==> config.mk <==
export PLATFORM = sky130hd
export DESIGN_NAME = cvm_ctrl
export DESIGN_NICKNAME = d
export VERILOG_FILES = /design/src/design/cvm_pkg.sv /design/src/design/cvm_ctrl.sv
export SDC_FILE = /design/constraint.sdc
export NUM_CORES = 1
export LEC_CHECK = 0
export ABC_AREA = 1
export ABC_CLOCK_PERIOD_IN_PS = 1300
export BUFFER_PORTS_ARGS = -buffer_cell sky130_fd_sc_hd__buf_2
export CAP_MARGIN = 30
export CELL_PAD_IN_SITES_DETAIL_PLACEMENT = 0
export CELL_PAD_IN_SITES_GLOBAL_PLACEMENT = 1
export CORE_MARGIN = 2
export CORE_UTILIZATION = 35
export CTS_BUF_LIST = sky130_fd_sc_hd__clkbuf_4 sky130_fd_sc_hd__clkbuf_8 sky130_fd_sc_hd__clkbuf_16
export DETAILED_ROUTE_END_ITERATION = 12
export PLACE_DENSITY_LB_ADDON = 0.15
export SYNTH_ARGS = -nofsm -noshare
export SYNTH_HDL_FRONTEND = slang
export SYNTH_SLANG_ARGS = --single-unit
==> constraint.sdc <==
create_clock -name clk -period 1.3 [get_ports clk]
set_input_delay 0.26 -clock clk [delete_from_list [all_inputs] [get_ports clk]]
set_output_delay 0.26 -clock clk [all_outputs]
set_load 0.01 [all_outputs]
==> src/design/cvm_pkg.sv <==
package cvm_pkg;

	// Input element format and vector limits.
	localparam int ELEM_W     = 16;
	localparam int MAX_ELEMS  = 256;
	localparam int ELEM_CNT_W = $clog2(MAX_ELEMS + 1);

	// Set limits and counter width of the result fields.
	localparam int MAX_PHOTOS = 64;
	localparam int CNT_W      = 7;

	// Accumulator widths.
	localparam int PROD1_W = 2 * ELEM_W;
	localparam int DOT_W   = 40;
	localparam int SQ_W    = 39;
	localparam int MAG_W   = 39;

	// Configuration widths.
	localparam int THR_W  = 16;
	localparam int FRAC_W = 17;
	localparam int TMAG_W = THR_W + 1;
	localparam int TSQ_W  = 31;
	localparam int RHS_W  = FRAC_W + CNT_W;
	localparam int LHS_SHIFT = 16;

	// Exact compare widths: dot^2 * 2^30 against refsq * probesq * thr^2.
	localparam int P_W    = 2 * MAG_W;
	localparam int RES_W  = 110;
	localparam int SCALE_SHIFT = 30;

	// Digit-serial multiplier.
	localparam int DIGIT_W   = 8;
	localparam int MPL_W     = 40;
	localparam int NDIG_SQ   = (MAG_W + DIGIT_W - 1) / DIGIT_W;
	localparam int NDIG_T    = (TSQ_W + DIGIT_W - 1) / DIGIT_W;
	localparam int DIG_CNT_W = 3;

	// Configuration register indexes.
	localparam int CFG_IDX_W = 2;
	localparam logic [CFG_IDX_W-1:0] REG_THRESHOLD = 2'd0;
	localparam logic [CFG_IDX_W-1:0] REG_FRACTION  = 2'd1;

	// Register reset values.
	localparam logic signed [THR_W-1:0] THR_RESET  = 16'sd16384;
	localparam logic [FRAC_W-1:0]       FRAC_RESET = 17'd32768;

	// Multiplier operations.
	localparam logic [1:0] OP_DOT   = 2'd0;
	localparam logic [1:0] OP_NORM  = 2'd1;
	localparam logic [1:0] OP_SCALE = 2'd2;

	// Commands from the controller to the datapath.
	typedef struct packed {
		logic       load_vec;
		logic       mul_init;
		logic       mul_step;
		logic       capture;
		logic [1:0] mul_op;
		logic       decide;
		logic       calc_match;
		logic       load_out;
	} cmd_t;

	// Status from the datapath to the controller.
	typedef struct packed {
		logic early;
	} sts_t;

endpackage

==> src/design/cvm_ctrl.sv <==
module cvm_ctrl (
	input  logic           clk,
	input  logic           arst_n,
	input  logic           in_valid,
	input  logic           last_elem,
	input  logic           last_photo,
	output logic           in_ready,
	input  logic           out_ready,
	output logic           out_valid,
	input  cvm_pkg::sts_t  sts,
	output cvm_pkg::cmd_t  cmd
);

	localparam logic [3:0] S_ACC    = 4'd0;
	localparam logic [3:0] S_DRAIN  = 4'd1;
	localparam logic [3:0] S_LOAD   = 4'd2;
	localparam logic [3:0] S_INIT   = 4'd3;
	localparam logic [3:0] S_STEP   = 4'd4;
	localparam logic [3:0] S_CAPT   = 4'd5;
	localparam logic [3:0] S_DECIDE = 4'd6;
	localparam logic [3:0] S_MATCH  = 4'd7;
	localparam logic [3:0] S_OUT    = 4'd8;

	logic [3:0]                      state_q;
	logic [1:0]                      op_q;
	logic [cvm_pkg::DIG_CNT_W-1:0]   digit_q;
	logic                            set_end_q;
	logic                            out_valid_q;
	logic                            accept;
	logic                            last_digit;
	logic                            out_room;

	assign in_ready   = (state_q == S_ACC);
	assign accept     = in_valid && in_ready;
	assign out_room   = !out_valid_q || out_ready;
	assign last_digit = (op_q == cvm_pkg::OP_SCALE)
		? (digit_q == cvm_pkg::DIG_CNT_W'(cvm_pkg::NDIG_T - 1))
		: (digit_q == cvm_pkg::DIG_CNT_W'(cvm_pkg::NDIG_SQ - 1));

	// Commands for the current state.
	always_comb begin
		cmd            = '0;
		cmd.mul_op     = op_q;
		cmd.load_vec   = (state_q == S_LOAD);
		cmd.mul_init   = (state_q == S_INIT) && !sts.early;
		cmd.mul_step   = (state_q == S_STEP);
		cmd.capture    = (state_q == S_CAPT);
		cmd.decide     = (state_q == S_DECIDE);
		cmd.calc_match = (state_q == S_MATCH);
		cmd.load_out   = (state_q == S_OUT) && out_room;
	end

	// Sequencer.
	always_ff @(posedge clk or negedge arst_n) begin
		if (!arst_n) begin
			state_q   <= S_ACC;
			op_q      <= cvm_pkg::OP_DOT;
			digit_q   <= '0;
			set_end_q <= 1'b0;
		end else begin
			case (state_q)
				S_ACC: begin
					if (accept && last_elem) begin
						set_end_q <= last_photo;
						state_q   <= S_DRAIN;
					end
				end
				S_DRAIN: state_q <= S_LOAD;
				S_LOAD: begin
					op_q    <= cvm_pkg::OP_DOT;
					state_q <= S_INIT;
				end
				S_INIT: begin
					digit_q <= '0;
					state_q <= sts.early ? S_DECIDE : S_STEP;
				end
				S_STEP: begin
					digit_q <= digit_q + 1'b1;
					if (last_digit) begin
						state_q <= S_CAPT;
					end
				end
				S_CAPT: begin
					if (op_q == cvm_pkg::OP_SCALE) begin
						state_q <= S_DECIDE;
					end else begin
						op_q    <= op_q + 1'b1;
						state_q <= S_INIT;
					end
				end
				S_DECIDE: state_q <= set_end_q ? S_MATCH : S_ACC;
				S_MATCH:  state_q <= S_OUT;
				S_OUT: begin
					if (out_room) begin
						state_q <= S_ACC;
					end
				end
				default: state_q <= S_ACC;
			endcase
		end
	end

	// Result valid flag of the output register.
	always_ff @(posedge clk or negedge arst_n) begin
		if (!arst_n) begin
			out_valid_q <= 1'b0;
		end else if (cmd.load_out) begin
			out_valid_q <= 1'b1;
		end else if (out_ready) begin
			out_valid_q <= 1'b0;
		end
	end

	assign out_valid = out_valid_q;

endmodule

# After elaboration in Yosys (flattened, before gate mapping)
# Index checks and enable logic that the tools add are counted.
# totals
ff_bits	11
latchBits	0
ram_bits	0
romBits	0
in_bits	7
out_inout_bits	11
wordCells	49
n_memories	0
# op_classes
addsub	2
multipliers	0
div	0
n_lt_le_gt_ge	0
eq_ne	15
shifts	0
muxes	13
bitwise_logic	0
n_reduce_logical	14
# op_table
operator	count
case mux 4 bit (9 select lines)	1
== test 4 x 3 -> 1 bit (second input constant)	4
2-to-1 mux 4 bit	3
== test 4 x 2 -> 1 bit (second input constant)	2
2-to-1 mux 3 bit	2
case mux 3 bit (2 select lines)	1
nonzero test 2 bit	3
== test 4 x 1 -> 1 bit (second input constant)	1
== test 4 bit (second input constant)	1
logical AND 1 bit	4
zero test 4 bit	1
2-to-1 mux 2 bit	2
inequality test 2 x 1 -> 1 bit (second input constant)	2
inequality test 2 bit (second input constant)	2
case mux 2 bit (2 select lines)	1
AND reduction 2 bit	2
adder 3 x 1 -> 3 bit (second input constant)	1
== test 3 x 2 -> 1 bit (second input constant)	1
== test 3 bit (second input constant)	1
2-to-1 mux 1 bit	3
AND reduction 3 bit	1
adder 2 x 1 -> 2 bit (second input constant)	1
== test 2 bit (second input constant)	1
zero test 1 bit	2
logical OR 1 bit	1

# Depth between registers and ports, before layout
# depth
word_depth	5
depth_mapped	9
depth_no_buf	9

# Least setup slack after synthesis
# OpenSTA, ideal clock, no wires.
# synth_timing
path_type	register to output
start	register state_q[3]
end	output port cmd[7] (netlist bit)
arrival_ns	1.010
required_time_ns	1.040
path_slack_ns	0.030
path_stages_with_launch	6
path_buffers	0
path_cell_list	dfrtp_1 -> nor2_2 -> inv_2 -> nor2_2 -> inv_2 -> nor2_1
# synth_lines
item	line_no	source
start, declared	cvm_ctrl.sv:24	logic [3:0] state_q;
start signal, assigned	cvm_ctrl.sv:75	state_q <= sts.early ? S_DECIDE : S_STEP;
start signal, assigned	cvm_ctrl.sv:91	S_DECIDE: state_q <= set_end_q ? S_MATCH : S_ACC;
end, declared	cvm_ctrl.sv:11	output cvm_pkg::cmd_t cmd

# Worst setup path after layout
# layout_timing
start	register state_q[0]
end	output port in_ready
# layout_between
elab_chain_cells	1
# layout_lines
item	line_no	source
zero test 4 bit	cvm_ctrl.sv:33	assign in_ready = (state_q == S_ACC);
end, declared	cvm_ctrl.sv:7	output logic in_ready,
# No other way between the ends.

==> summary.txt <==
Synth
  – Syn avg cell area: 7.53 um^2
  – Flops & latches, synth: 11
  – Cell taking the most area after synthesis: dfrtp_1
  – Count leader, synth: nand2_1
  – Most used flip-flop cell after synthesis: dfrtp_1
  – Post-synth top cells: nand2_1, dfrtp_1, inv_1, nor2_1, nand3_1
  – Synthesized area: about 690 um^2
  – Distinct cell type count after synthesis: 20
  – Synth Instances: ~90
  – Top-area cell type share of the netlist area: about 40%
  – Post-synth EDFFs: 0
  – Syn nets: 102
  – Yosys warnings: 0
  – Seq/Total Area, Yosys: between 30% and 40%
  – Largest cells by area after synthesis: dfrtp_1, nand2_1, inv_1
  – FFs w/ async S/R, synth: 100%

Routing
  – Iteration-0 DRC Markers: 5
  – Routed len/inst: approximately 11 um
  – Post-route ant nets: 0
  – DR vias/cell: 4.53
  – Routed wire length: between 1500 and 2000 um
  – Total number of vias: ~700
  – Drt pass-1 iters: 4
  – Drc violations: 0

Timing
  – Fin. Hold Viols: 0
  – Post-route setup slack: -0.234 ns
  – Fmax: ~650 MHz
  – Slew margin rel.: 82.4%
  – Slew @ Worst Pin: about 0.26 ns
  – RSZ-0062 raised after global routing: yes
  – Final Critical Period: approximately 1.5 ns
  – Fin crit share: 118%
  – Endpoints failing setup: 9
  – Pins Over Slew Limit: 0
  – Clk_skew: a little over 0.005 ns

Run status
  – Failing checks: setup timing
  – Status: finished, violations left

Die
  – Starting Density: between 30 and 40%
  – Die Ht: 48.5 um
  – IO Pins: 18
  – Row count: 16
  – Die footprint: ~2400 um^2
  – Die width: 48.5 um
  – Total core area: between 1500 and 2000 um^2

Clocking
  – Clock buffer count from CTS: 3
  – CTS H-Tree Depth: 1
  – Clock root cell: clkbuf_4
  – CTS Buffer Depth: 2
  – Worst-Skew Late Latency: between 0.2 and 0.3 ns
  – CTS tree: built
  – Clock-pin slew on the worst setup and hold paths: around 0.080 ns
  – Clock sink count: 11

Cells and area
  – Share of cells above drive strength 1: approximately half
  – Design Area, Final: about 1100 um^2
  – P&R area growth vs syn: 54.2%
  – N_diodes: 0
  – # fillers: 211
  – Nets: between 100 and 150

Critical path
  – WS Path Type: reg2out
  – Reg2reg end: set_end_q$_DFFE_PN0P_
  – Reg2Reg Setup Slack: -0.06 ns
  – Reg2reg start: state_q[0]$_DFFE_PN0P_
  – WP data arrival: 1.27 ns
  – CP endpoint kind: output port
  – Worst-case reg-to-reg path depth: 8
  – CP Launch Type: flip-flop
  – Required time worst endpoint: about 1.0 ns
  – Crit Path Max Fanout: 5

Place
  – Dpl ws: -0.0153 ns
  – DP Area: 865 um^2
  – IO buf count: 17
  – Final GP Congestion: roughly 0.81
  – Hpwl dp: between 1000 and 1500 um

Power
  – Pleak: about 0.58 nW
  – Max IR drop VDD: roughly 0.0011 V
  – Pwr dens: 2060 nW/um^2

Global route
  – Initial antenna violation count: 0
  – Largest net degree at the start of global routing: 12
  – GR Util All Layers: around 15%
  – GRT overflow: 0
  – Vias in the first global route: between 600 and 700
  – Global-route wire length before repair: ~2800 um

Run
  – Max-capacitance violation count: 0

Min path
  – HP Class: in2reg
  – Hold path startpoint: out_ready
  – Hold depth: 2
  – Hold Path End: out_valid$_DFFE_PN0P_
==> through the flow <==
stage          total power, W  hold WS (ns)  setup TNS, ns  cells  util (%)
4_1_cts               0.00198         0.186          -1.57    151      50.4
5_1_grt               0.00239         0.196          -2.40    158      55.6
6_report              0.00220         0.189          -1.65    158      55.6
2_1_floorplan         0.00121       -0.0356              0     92         -
3_5_place_dp          0.00155         0.151        -0.0213    143      45.0
3_3_place_gp          0.00155         0.156              0    143      45.0
==> cell usage in the layout, fill, tap and decap left out, drive strengths merged <==
cell,instances
inv,18
dfrtp,11
o22ai,1
nor2,17
nand2,23
o21ai,3
xnor2,2
dlygate4sd3,1
ha,3
a21oi,1
nand3,10
o211ai,2
buf,34
clkbuf,4
nor3,1
==> final cells by class <==
type	instances	area [um^2]	area share [%]
well taps	27	33.8	3.16
repair buffers	35	260	24.4
inverters	18	70.1	6.56
clock buffers	4	30.0	2.81
multi-input cells	63	397	37.1
flip-flops and latches	11	278	26.0
==> how the worst max path moves through the flow <==
stage	startpoint	end	slack, ns	cells past startpoint
6_report	state_q[0]$_DFFE_PN0P_	in_ready	-0.23	4
5_1_grt	state_q[0]$_DFFE_PN0P_	in_ready	-0.30	4
4_1_cts	state_q[2]$_DFFE_PN0P_	cmd[8]	-0.23	5
3_5_place_dp	state_q[0]$_DFFE_PN0P_	cmd[6]	-0.02	4
3_3_place_gp	state_q[0]$_DFFE_PN0P_	cmd[6]	0.003	4
2_1_floorplan	state_q[3]$_DFFE_PN0P_	cmd[7]	0.03	5
==> timing repair <==
action,4_1_cts,5_1_grt
gates resized for setup,9,15
cloned,0,0
endpoints found under the setup margin,8,10
pin swaps,4,8
hold buffers,1,0
setup buffers,3,8
hold endpoints to repair,11,0
==> routing by layer <==
layer / global-route usage (%) / wire [um] / up-vias
met1: 19.1 / 737 / 329
met5: 0 / 0 / -
met4: 8.57 / 38 / 0
met2: 25.5 / 864 / 18
li1: - / - / 363
met3: 2.78 / 68 / 5
==> sequential cells by signal, indices dropped and copies added, names as in the netlist <==
| signal | cells |
|---|---|
| out_valid | 1 |
| state_q | 4 |
| set_end_q | 1 |
| digit_q | 3 |
| op_q | 2 |
==> cells by family (layout without fill, tap and decap cells) <==
logic type | Yosys count | count (layout) | share of synthesized area, %
fa+ha+maj | 3 | 3 | 5.42
simple gates | 51 | 51 | 35.7
compound gates | 7 | 7 | 6.50
buf+inv | 18 | 57 | 10.1
xor+xnor | 2 | 2 | 2.53
flops | 11 | 11 | 39.7
==> critical path, stage by stage (launching register included) <==
cell	delay [ns]
dfrtp_2	0.47
nor2_4	0.21
inv_2	0.07
nor2_4	0.13
buf_6	0.11
==> power breakdown <==
group | switching [W] | internal (W) | leakage, nW
logic | 0.000661 | 0.000659 | 0.415
registers | 0.000155 | 0.000462 | 0.142
clock network | 0.000123 | 0.000140 | 0.0184
total | 0.000939 | 0.00126 | 0.576
Note: power is estimated with default switching activity, not from simulation.
